`src/hw/rtl/swmm_pkg.sv`:
```
// ----------------------------------------------------------------------------
// swmm_pkg
// shared constants and the control type for the sliding window min/max/sum block
// ----------------------------------------------------------------------------
package swmm_pkg;

	localparam int WINDOW_MAX_DEF   = 64;
	localparam int SAMPLE_WIDTH_DEF = 16;
	localparam int CFG_WIDTH        = 7;
	localparam int TOTAL_WIDTH      = 48;

	localparam logic [CFG_WIDTH-1:0] WINDOW_SIZE_RST = 7'd4;

	// per-sample control broadcast to every deque cell
	typedef struct packed {
		logic load;   // sample transfer this cycle
		logic start;  // sequence restarts before this sample
		logic last;   // sequence ends after this sample
	} swmm_ctrl_t;

endpackage

```
`src/hw/rtl/swmm_acc.sv`:
```
// ----------------------------------------------------------------------------
// swmm_acc
// pair sum, saturating running total and output register
// ----------------------------------------------------------------------------
module swmm_acc import swmm_pkg::*; #(
	parameter int SAMPLE_WIDTH = SAMPLE_WIDTH_DEF
) (
	input  logic                           clk,
	input  logic                           arst_n,
	input  logic                           take,
	input  logic                           start,
	input  logic                           last,
	input  logic                           has_result,
	input  logic signed [SAMPLE_WIDTH-1:0] min_in,
	input  logic signed [SAMPLE_WIDTH-1:0] max_in,
	input  logic                           out_stall,
	output logic                           ready,
	output logic                           out_valid,
	output logic signed [SAMPLE_WIDTH-1:0] window_min,
	output logic signed [SAMPLE_WIDTH-1:0] window_max,
	output logic signed [SAMPLE_WIDTH:0]   pair_sum,
	output logic signed [TOTAL_WIDTH-1:0]  running_total,
	output logic                           is_last
);

	logic signed [TOTAL_WIDTH-1:0] total_q;
	logic signed [TOTAL_WIDTH-1:0] base;
	logic signed [SAMPLE_WIDTH:0]  pair;
	logic signed [TOTAL_WIDTH:0]   sum;
	logic signed [TOTAL_WIDTH-1:0] sat;

	always_comb begin
		base = start ? '0 : total_q;
		pair = (SAMPLE_WIDTH+1)'(min_in) + (SAMPLE_WIDTH+1)'(max_in);
		sum  = (TOTAL_WIDTH+1)'(base) + (TOTAL_WIDTH+1)'(pair);
		if (sum[TOTAL_WIDTH] != sum[TOTAL_WIDTH-1]) begin
			sat = sum[TOTAL_WIDTH] ? {1'b1, {(TOTAL_WIDTH-1){1'b0}}}
			                       : {1'b0, {(TOTAL_WIDTH-1){1'b1}}};
		end else begin
			sat = sum[TOTAL_WIDTH-1:0];
		end
	end

	assign ready = !out_valid || !out_stall;

	always_ff @(posedge clk or negedge arst_n) begin
		if (!arst_n) begin
			total_q   <= '0;
			out_valid <= 1'b0;
		end else if (take) begin
			total_q   <= last ? '0 : (has_result ? sat : base);
			out_valid <= has_result;
		end else if (!out_stall) begin
			out_valid <= 1'b0;
		end
	end

	always_ff @(posedge clk) begin
		if (take && has_result) begin
			window_min    <= min_in;
			window_max    <= max_in;
			pair_sum      <= pair;
			running_total <= sat;
			is_last       <= last;
		end
	end

endmodule

```
`config.mk`:
```
export PLATFORM = sky130hd
export DESIGN_NAME = swmm_acc
export DESIGN_NICKNAME = d
export VERILOG_FILES = /design/src/hw/rtl/swmm_pkg.sv /design/src/hw/rtl/swmm_acc.sv
export SDC_FILE = /design/constraint.sdc
export NUM_CORES = 1
export LEC_CHECK = 0
export ABC_AREA = 1
export BUFFER_PORTS_ARGS = -buffer_cell sky130_fd_sc_hd__buf_2
export CORE_MARGIN = 5
export CORE_UTILIZATION = 40
export CTS_BUF_LIST = sky130_fd_sc_hd__clkbuf_16
export CTS_CLUSTER_SIZE = 8
export DETAILED_ROUTE_END_ITERATION = 10
export SYNTH_ARGS = -nofsm -noshare
export SYNTH_HDL_FRONTEND = slang
export SYNTH_SLANG_ARGS = --single-unit
```
`constraint.sdc`:
```
create_clock -name clk -period 2.91 [get_ports clk]
set_input_delay 0.873 -clock clk [delete_from_list [all_inputs] [get_ports clk]]
set_output_delay 0.873 -clock clk [all_outputs]
set_load 0.02 [all_outputs]
```
==> metrics.cfg <==
[final_layout]
final_area_um2 = 15500
final_nets = 1897
nFillCells = 2398
diodes = 0
layout-drive-gt1-share_pct = 41.0
area_growth_pct = 43.9
final_common_cell = nand2_1
final_cell_mix = nand2_1, buf_4, inv_1, buf_2, edfxtp_1
fin_util_pct = 57.9

[routing]
drt_iter0_drc = 594
drt.antenna.violating_nets = 0
routed_wl_um = 32400
vias = 10562
drc_errors = 0
post_drt_wl_per_cell_um = 15.0
firstDrtPassIters = 5
via_per_inst = 4.87

[timing]
setup_viol_count_final = 96
setup_tns_ns = -197.79
rsz0062_at_grt = true
tightest_slew_ns = 0.812
slew_violations = 0
fin_skew_ns = 0.0147
post-route-period-util_pct = 173
hold_viol = 0
worst_slack_ns = -2.12
clock.fmax_mhz = 199
relSlewSlack_pct = 45.9
min_period_ns = 5.03

[setup_path]
r2r_cells = 29
setup.worst_path.start_class = input pin
path_buf_inv = 6
slowest_delay_ns = 0.30
cp_data_arrival_time_ns = 5.36
critPathKind = input pin to flop
reg2reg_from = total_q[0]
cp_slowest_cell = ha_4
crit_top_cell = nand2_2
r2r_setup_slack_ns = -0.66
end_kind = flop
path_max_fanout = 8
rr_endpoint = total_q[29]
worstSetupStartpoint = min_in[2]
crit_required_ns = 3.24
crit_family = simple AND/OR/NAND/NOR gates

[die]
core_area_um2 = 26700
io_pins = 139
die_area_um2 = 30300
die_x_um = 174
dieHeight_um = 174
start_util_pct = 40.2
rows = 60

[cts]
cts_sinks = 147
clk_pin_slew_ns = 0.08
cts_buffers = 17
cts_buffer_depth = 2
clock_latency_ns = 0.44
htree_num_levels = 4
cts_tree = built
clock-root-buffer = clkbuf_16

[logic_synthesis]
ys_top_cells_by_area = edfxtp_1, nand2_1, dfrtp_1
syn_avg_cell_area_um2 = 7.82
synth_top_area_cell = edfxtp_1
yosys.cell_types.count = 46
syn_inst = 1376
synth-edff-count = 98
async_flop_share_pct = 33.3
synthesis.area_um2 = 10800
synth-seq-area-share_pct = 38.8
synth_flop_cell = edfxtp_1
ys_seq_elements = 147
syn_nets = 1460
synth_warnings = 0
yosysTopAreaCellShare_pct = 27.4

[power_and_ir_drop]
clkPwrFrac_pct = 22.4
p_comb_share_pct = 50.8
leakagePower_nw = 8.22
intPower_w = 0.00607
p_total_w = 0.0102
ir_drop_uv = 360
switching_share_pct = 40.5
p_switching_w = 0.00413
p_per_area_nw_per_um2 = 659
pwr-share-seq_pct = 26.7

[global_routing]
antenna_found_initial = 0
grt_usage_pct = 21.0
grt_start_max_net_pins = 53
grt_pass1_wl_um = 52500
met1_usage_pct = 28.3
met2_usage_pct = 35.7
first_global_vias = 10485
top_usage_layer = met2
overflow = 0
global_route.usage.met3_pct = 3.78

[placed_design]
placed_area_um2 = 14000
dp_hpwl_um = 23200
port_buffers = 138
place_congestion = 0.915

[flow_run]
maxCapViolations = 0

[min_path]
hold_class = input pin to async pin

[outcome]
violations = setup timing
status = complete, but fails checks

power groups by stage:
stage / logic [W] / clock network [W] / registers, W
finish: 0.00518 / 0.00228 / 0.00273
detailed placement: 0.00441 / 0 / 0.00277
global route: 0.00563 / 0.00243 / 0.00275
CTS: 0.00482 / 0.00233 / 0.00273
floorplan: 0.00256 / 0 / 0.00299
global placement: 0.00436 / 0 / 0.00276
cell families (layout without fill, tap and decap cells):
group	after synthesis	in the layout	share of synthesized area [%]
AND/OR/NAND/NOR	758	759	34.6
buffers and inverters	218	667	8.73
AO/OA/AOI/OAI	157	157	8.33
flip-flops	147	147	38.8
XOR/XNOR	51	51	4.15
adder cells (fa/ha/maj)	45	45	5.38
cell usage after synthesis (31+ instances only):
| master | n |
|---|---|
| xor2_1 | 37 |
| nor2_1 | 74 |
| nand2_2 | 35 |
| nand3_2 | 31 |
| nand2_4 | 50 |
| nand2_1 | 464 |
| inv_1 | 160 |
| edfxtp_1 | 98 |
| ha_1 | 43 |
| a21oi_1 | 94 |
| dfrtp_1 | 49 |
| nand3_1 | 61 |
metal layers:
metal  wire, um  share of wire (%)
met1      14900                 46
met5          0                  0
met3       1570                4.8
met2      15400                 48
met4        448                1.4
how the worst max path moves through the flow:
stage	end	slack, ns	cells after the start
finish	total_q[29]	-2.12	41
CTS	running_total[25]	-1.97	38
global placement	total_q[1]	-2.47	40
floorplan	running_total[11]	-2.07	37
detailed placement	total_q[0]	-2.63	40
global route	total_q[36]	-2.53	39
state kept, by name (all words and copies together), names as in the netlist:
signal         count
running_total     48
total_q           48
pair_sum          17
window_max        16
window_min        16
is_last            1
out_valid          1
worst reg2reg max path: cells and delay by family (launching register included):
| family | cells | cell delay (ns) |
|---|---|---|
| and+or+nand+nor | 23 | 1.99 |
| DFF | 1 | 0.36 |
| AOI/OAI and AO/OA | 1 | 0.16 |
| adders and majority gates | 2 | 0.61 |
| buffers and inverters | 3 | 0.37 |
stage by stage:
step	worst slack, ns	std cells	hold WS [ns]
after global placement	-2.47	2099	0.462
after detailed placement	-2.63	2099	0.465
after floorplan	-2.07	1376	0.449
after CTS	-1.97	2156	0.429
final	-2.12	2167	0.424
after global routing	-2.53	2167	0.445
repair_timing:
action	4_1_cts	5_1_grt
setup endpoints to repair	96	97
pin swaps	15	36
hold buffers	0	0
buffers inserted	21	7
gates resized for setup	56	80
gates cloned	4	4
area by class of cell:
cell class	count	area, um^2	share of cell area [%]
clock inverters	15	181	1.17
well taps	341	427	2.76
flip-flops and latches	147	4170	26.9
multi-input cells	1012	6160	39.8
repair buffers	460	3450	22.3
inverters	175	661	4.27
clock buffers	17	425	2.75
No activity file was read; power rests on OpenSTA's default activity.
