<file path="config.mk">
export PLATFORM = sky130hd
export DESIGN_NAME = swmm_chain
export DESIGN_NICKNAME = d
export VERILOG_FILES = /design/src/hw/rtl/swmm_pkg.sv /design/src/hw/rtl/swmm_cell.sv /design/src/hw/rtl/swmm_chain.sv
export SDC_FILE = /design/constraint.sdc
export NUM_CORES = 2
export LEC_CHECK = 0
export BUFFER_PORTS_ARGS = -buffer_cell sky130_fd_sc_hd__buf_2
export CORE_MARGIN = 2
export CORE_UTILIZATION = 35
export CTS_CLUSTER_DIAMETER = 60
export DETAILED_ROUTE_END_ITERATION = 12
export PLACE_DENSITY_LB_ADDON = 0.2
export SLEW_MARGIN = 10
export SYNTH_ARGS = -nofsm -noshare
export SYNTH_HDL_FRONTEND = slang
export SYNTH_SLANG_ARGS = --single-unit
export TNS_END_PERCENT = 1
</file>
<file path="constraint.sdc">
create_clock -name clk -period 10.4 [get_ports clk]
set_clock_uncertainty 0.15 [all_clocks]
set_input_delay 0.52 -clock clk [delete_from_list [all_inputs] [get_ports clk]]
set_output_delay 0.52 -clock clk [all_outputs]
set_load 0.05 [all_outputs]
</file>
<file path="src/hw/rtl/swmm_pkg.sv">
// ----------------------------------------------------------------------------
// swmm_pkg
// shared constants and the control type for the sliding window min/max/sum block
// ----------------------------------------------------------------------------
package swmm_pkg;

	localparam int WINDOW_MAX_DEF   = 64;
	localparam int SAMPLE_WIDTH_DEF = 16;
	localparam int CFG_WIDTH        = 7;
	localparam int TOTAL_WIDTH      = 48;

	localparam logic [CFG_WIDTH-1:0] WINDOW_SIZE_RST = 7'd4;

	// per-sample control broadcast to every deque cell
	typedef struct packed {
		logic load;   // sample transfer this cycle
		logic start;  // sequence restarts before this sample
		logic last;   // sequence ends after this sample
	} swmm_ctrl_t;

endpackage

</file>
<file path="src/hw/rtl/swmm_cell.sv">
// ----------------------------------------------------------------------------
// swmm_cell
// one deque entry: value, position and valid, with local pop/expire/shift
// ----------------------------------------------------------------------------
module swmm_cell import swmm_pkg::*; #(
	parameter int WINDOW_MAX   = WINDOW_MAX_DEF,
	parameter int SAMPLE_WIDTH = SAMPLE_WIDTH_DEF,
	parameter bit IS_MAX       = 1'b1,
	localparam int PW          = $clog2(2 * WINDOW_MAX),
	localparam int POS_MOD     = 2 * WINDOW_MAX
) (
	input  logic                           clk,
	input  logic                           arst_n,
	input  swmm_ctrl_t                     ctrl,
	input  logic                           shift,
	input  logic signed [SAMPLE_WIDTH-1:0] sample,
	input  logic        [PW-1:0]           pos,
	input  logic        [PW-1:0]           k,
	input  logic                           right_valid,
	input  logic signed [SAMPLE_WIDTH-1:0] right_value,
	input  logic        [PW-1:0]           right_pos,
	input  logic                           left_keep,
	output logic                           valid_q,
	output logic signed [SAMPLE_WIDTH-1:0] value_q,
	output logic        [PW-1:0]           pos_q,
	output logic                           keep,
	output logic                           expired
);

	logic                           src_valid;
	logic signed [SAMPLE_WIDTH-1:0] src_value;
	logic        [PW-1:0]           src_pos;
	logic        [PW-1:0]           push_pos;
	logic                           popped;
	logic        [PW:0]             diff;
	logic        [PW-1:0]           age;

	always_comb begin
		src_valid = (shift ? right_valid : valid_q) & ~ctrl.start;
		src_value = shift ? right_value : value_q;
		src_pos   = shift ? right_pos : pos_q;
		popped    = IS_MAX ? (src_value <= sample) : (src_value >= sample);
		keep      = src_valid & ~popped;
		push_pos  = ctrl.start ? '0 : pos;
		// modular age of this entry
		diff = {1'b0, pos} - {1'b0, pos_q};
		if (diff[PW]) begin
			age = PW'(diff + (PW+1)'(POS_MOD));
		end else begin
			age = diff[PW-1:0];
		end
		expired = valid_q && (age >= k);
	end

	always_ff @(posedge clk or negedge arst_n) begin
		if (!arst_n) begin
			valid_q <= 1'b0;
		end else if (ctrl.load) begin
			valid_q <= ctrl.last ? 1'b0 : (keep | left_keep);
		end else if (shift) begin
			valid_q <= right_valid;
		end
	end

	always_ff @(posedge clk) begin
		if (ctrl.load) begin
			if (keep) begin
				value_q <= src_value;
				pos_q   <= src_pos;
			end else begin
				value_q <= sample;
				pos_q   <= push_pos;
			end
		end else if (shift) begin
			value_q <= right_value;
			pos_q   <= right_pos;
		end
	end

endmodule

</file>
<file path="src/hw/rtl/swmm_chain.sv">
// ----------------------------------------------------------------------------
// swmm_chain
// monotonic deque as a row of cells, front entry in cell zero
// ----------------------------------------------------------------------------
module swmm_chain import swmm_pkg::*; #(
	parameter int WINDOW_MAX   = WINDOW_MAX_DEF,
	parameter int SAMPLE_WIDTH = SAMPLE_WIDTH_DEF,
	parameter bit IS_MAX       = 1'b1,
	localparam int PW          = $clog2(2 * WINDOW_MAX)
) (
	input  logic                           clk,
	input  logic                           arst_n,
	input  swmm_ctrl_t                     ctrl,
	input  logic signed [SAMPLE_WIDTH-1:0] sample,
	input  logic        [PW-1:0]           pos,
	input  logic        [PW-1:0]           k,
	output logic signed [SAMPLE_WIDTH-1:0] front_value,
	output logic                           front_valid,
	output logic                           trim_need
);

	logic                           vld  [0:WINDOW_MAX];
	logic signed [SAMPLE_WIDTH-1:0] val  [0:WINDOW_MAX];
	logic        [PW-1:0]           psn  [0:WINDOW_MAX];
	logic                           expd [0:WINDOW_MAX];
	logic                           keep [0:WINDOW_MAX-1];
	logic                           shift;

	// empty sentinel past the last cell
	assign vld[WINDOW_MAX]  = 1'b0;
	assign val[WINDOW_MAX]  = '0;
	assign psn[WINDOW_MAX]  = '0;
	assign expd[WINDOW_MAX] = 1'b0;

	// expired entries form a prefix; a sample drops at most one of them
	assign shift       = expd[0] && (ctrl.load ? !ctrl.start : expd[1]);
	assign trim_need   = expd[0] && expd[1];
	assign front_value = keep[0] ? (shift ? val[1] : val[0]) : sample;
	assign front_valid = vld[0];

	for (genvar j = 0; j < WINDOW_MAX; j++) begin : g_cell
		logic left_keep;
		if (j == 0) begin : g_head
			assign left_keep = 1'b1;
		end else begin : g_body
			assign left_keep = keep[j-1];
		end

		swmm_cell #(
			.WINDOW_MAX  (WINDOW_MAX),
			.SAMPLE_WIDTH(SAMPLE_WIDTH),
			.IS_MAX      (IS_MAX)
		) u_cell (
			.clk        (clk),
			.arst_n     (arst_n),
			.ctrl       (ctrl),
			.shift      (shift),
			.sample     (sample),
			.pos        (pos),
			.k          (k),
			.right_valid(vld[j+1]),
			.right_value(val[j+1]),
			.right_pos  (psn[j+1]),
			.left_keep  (left_keep),
			.valid_q    (vld[j]),
			.value_q    (val[j]),
			.pos_q      (psn[j]),
			.keep       (keep[j]),
			.expired    (expd[j])
		);
	end

endmodule

</file>
==> results.cfg <==
[outcome]
outcome = completed

[die]
die_area_sq_um = 268000
start_util_pct = 35.2
core_sq_um = 263000
fp.dieH_microns = 518
ios = 53
rows = 188
dieWidth_microns = 518

[timing]
worstMarginPinSlew_ns = 1.32
max_freq_mhz = 108
finalSetupViolations = 0
period_share_pct = 89.2
slew_headroom_pct = 11.9
report.final.slew_viol_count = 0
rsz0062_at_grt = no
finalSetupTns_ns = 0
finalCriticalPeriod_ns = 9.27
hold_violations = 0

[flow_run]
max-cap-violations = 0

[synth]
synthFlopType = dfxtp_1
yosysMostFrequentCell = nand2_1
synthesis.instances = 10247
yosys.area.top_type = dfxtp_1
synthDistinctLibCells = 85
yosysSeqAreaShare_pct = 33.6
synth_seq_cells = 1536
async_reset_ff_share_pct = 4.17
synth_edf_count = 0
synth_common_cells = 3065 x nand2_1, 1472 x dfxtp_1, 1050 x ha_1
syn_nets = 11334
syn-cell-area_sq_um = 92400
yosysWarnings = 0
ys_top_cells_by_area = dfxtp_1 32%, ha_1 14%, nand2_1 12%
syn_avg_cell_area_sq_um = 9.02
synth.top_cell.area_share_pct = 31.9

[clock_network]
root_buffer = clkbuf_16
clk_pin_slew_worst_paths_ns = 0.06
cts-buffers-inserted = 191
post_cts_buffers = 0
htreeDepth = 4
clock_latency_ns = 0.85
cts_tree = done
cts_sinks = 1536
clock_path_buffers = 3

[place]
numPortBuffers = 52
hpwlAfterDp_mm = 223
placed_cells = 13363
place.gp.congestion = 0.882

[grt]
grt_max_degree = 186
first_global_vias = 76248
grt_antenna_before_repair = 22
grt_overflow = 0
gr-usage-all-layers_pct = 24.1
grt_pass1_wl_mm = 494

[worst_setup_path]
end_kind = output pin
critPathRequiredTime_ns = 9.73
worstPathArrival_ns = 8.60
start_kind = flip-flop
crit_fanout = 51
r2r_setup_slack_ns = 1.63
worstSetupPathType = flip-flop to output pin

[finish]
area_delta_synth_final_pct = 11.1
final_core_utilization_pct = 39.1
nNetsFinal = 11134
fin_cells = 13730
fillCellCount = 26390
drive_gt1_share_pct = 15.1

[drt]
via_count = 76322
ant_nets = 0
dr.pass1.iters = 6
wire_per_inst_microns = 24.4
routed_wl_mm = 335
drc = 0
vias_per_cell = 5.56
first_iter_violations = 5880

[power]
p_per_area_nw_per_um2 = 218
p_total_mw = 22.4
p_leak_nw = 49.9
ir_worst_vdd_uv = 184

[min_path]
min-delay-path-class = input port to flip-flop
state kept, by name, indices dropped and copies added, names as in the netlist:
signal                 flops
g_cell.u_cell.pos_q      448
g_cell.u_cell.valid_q     64
g_cell.u_cell.value_q   1024
final cells by class:
type / count / area, sq um / area share [%]
Tap cell: 3515 / 4400 / 4.29
Clock inverter: 68 / 828 / 0.807
Sequential cell: 1536 / 31100 / 30.3
Multi-Input combinational cell: 7980 / 58100 / 56.6
Clock buffer: 289 / 5760 / 5.62
Timing Repair Buffer: 251 / 2090 / 2.04
Inverter: 87 / 367 / 0.357
Antenna cell: 4 / 10.0 / 0.00975
worst max-delay path: stages, from the launching register on:
cell	delay [ns]
dfxtp_1	0.32
ha_1	0.21
fa_1	0.40
nor2b_1	0.13
o21ai_0	0.08
nand2b_1	0.14
a21o_1	0.13
a21oi_1	0.07
xnor2_1	0.14
ha_1	0.32
nand3_1	0.08
o22ai_1	0.33
a41o_1	0.19
buf_4	0.48
nand3_4	1.10
buf_12	0.56
mux2i_1	0.43
ha_1	0.32
and4_1	0.19
nand2_1	0.13
o311ai_0	0.34
a41oi_4	0.66
buf_4	0.39
nand2_1	0.08
o21ai_0	0.14
buf_2	0.33
path summary, 6_finish.rpt:
path                       depth (start not counted)                               start                                  end
setup / recovery                                  25   g_cell[0].u_cell.pos_q[0]$_DFF_P_                       front_value[5]
hold / removal                                     2                           sample[3]  g_cell[3].u_cell.value_q[3]$_DFF_P_
setup reg to reg                                  26   g_cell[0].u_cell.pos_q[0]$_DFF_P_  g_cell[20].u_cell.valid_q$_DFF_PN0_
hold reg to reg                                    1  g_cell[63].u_cell.pos_q[4]$_DFF_P_   g_cell[63].u_cell.pos_q[4]$_DFF_P_
max in group asynchronous                          3                              arst_n  g_cell[16].u_cell.valid_q$_DFF_PN0_
min in group asynchronous                          2                              arst_n  g_cell[44].u_cell.valid_q$_DFF_PN0_
routing by layer:
metal / share of wire (%) / routed length (microns) / global-route usage [%] / up-vias
li1: - / - / - / 36053
met1: 45 / 149000 / 31.6 / 37397
met2: 45 / 152000 / 39.4 / 2158
met3: 5.3 / 17600 / 3.14 / 710
met4: 4.8 / 16200 / 10.5 / 4
met5: 0.0090 / 30 / 0 / -
cell families (layout without fill, tap and decap cells):
| group | after synthesis | after routing | synth area share, % |
|---|---|---|---|
| AOI/OAI and AO/OA | 1140 | 1140 | 8.57 |
| adders and majority gates | 1052 | 1052 | 14.3 |
| xor gates and xnor gates | 30 | 30 | 0.284 |
| DFF | 1536 | 1536 | 33.6 |
| and+or+nand+nor | 3866 | 3866 | 17.4 |
| muxes | 1892 | 1892 | 22.1 |
| other | 0 | 4 | 0 |
| buffers and inverters | 731 | 695 | 3.71 |
power breakdown:
group	internal (mW)	leakage, nW	total [mW]	switching (mW)
sequential	7.02	13.3	7.78	0.750
clock	4.16	3.24	7.01	2.85
combinational	3.14	33.4	7.61	4.47
total	14.3	49.9	22.4	8.07
cell usage in the layout (no fill, tap or decap), types with 134 or more instances in the layout:
cell / Yosys / layout
a21oi_1: 400 / 397
buf_4: 49 / 190
clkbuf_16: 0 / 195
dfxtp_1: 1472 / 1472
ha_1: 1050 / 1050
mux2_2: 782 / 782
mux2i_1: 980 / 980
nand2_1: 3065 / 3058
nand3_1: 146 / 146
nand4_1: 187 / 187
nor2_1: 144 / 134
metrics by stage:
step	hold slack [ns]	setup slack, ns	instance area (sq um)
floorplan	0.0744	3.27	92400
global placement	0.295	1.48	95900
detailed placement	0.297	1.34	96000
CTS	0.0128	1.27	103000
global route	0.0237	0.855	103000
finish	0.0792	1.13	103000
what timing repair did:
action	4_1_cts	5_1_grt
hold buffers	4	0
hold endpoints to repair	45	0
resized for setup	0	0
No activity file was read; power rests on OpenSTA's default activity.
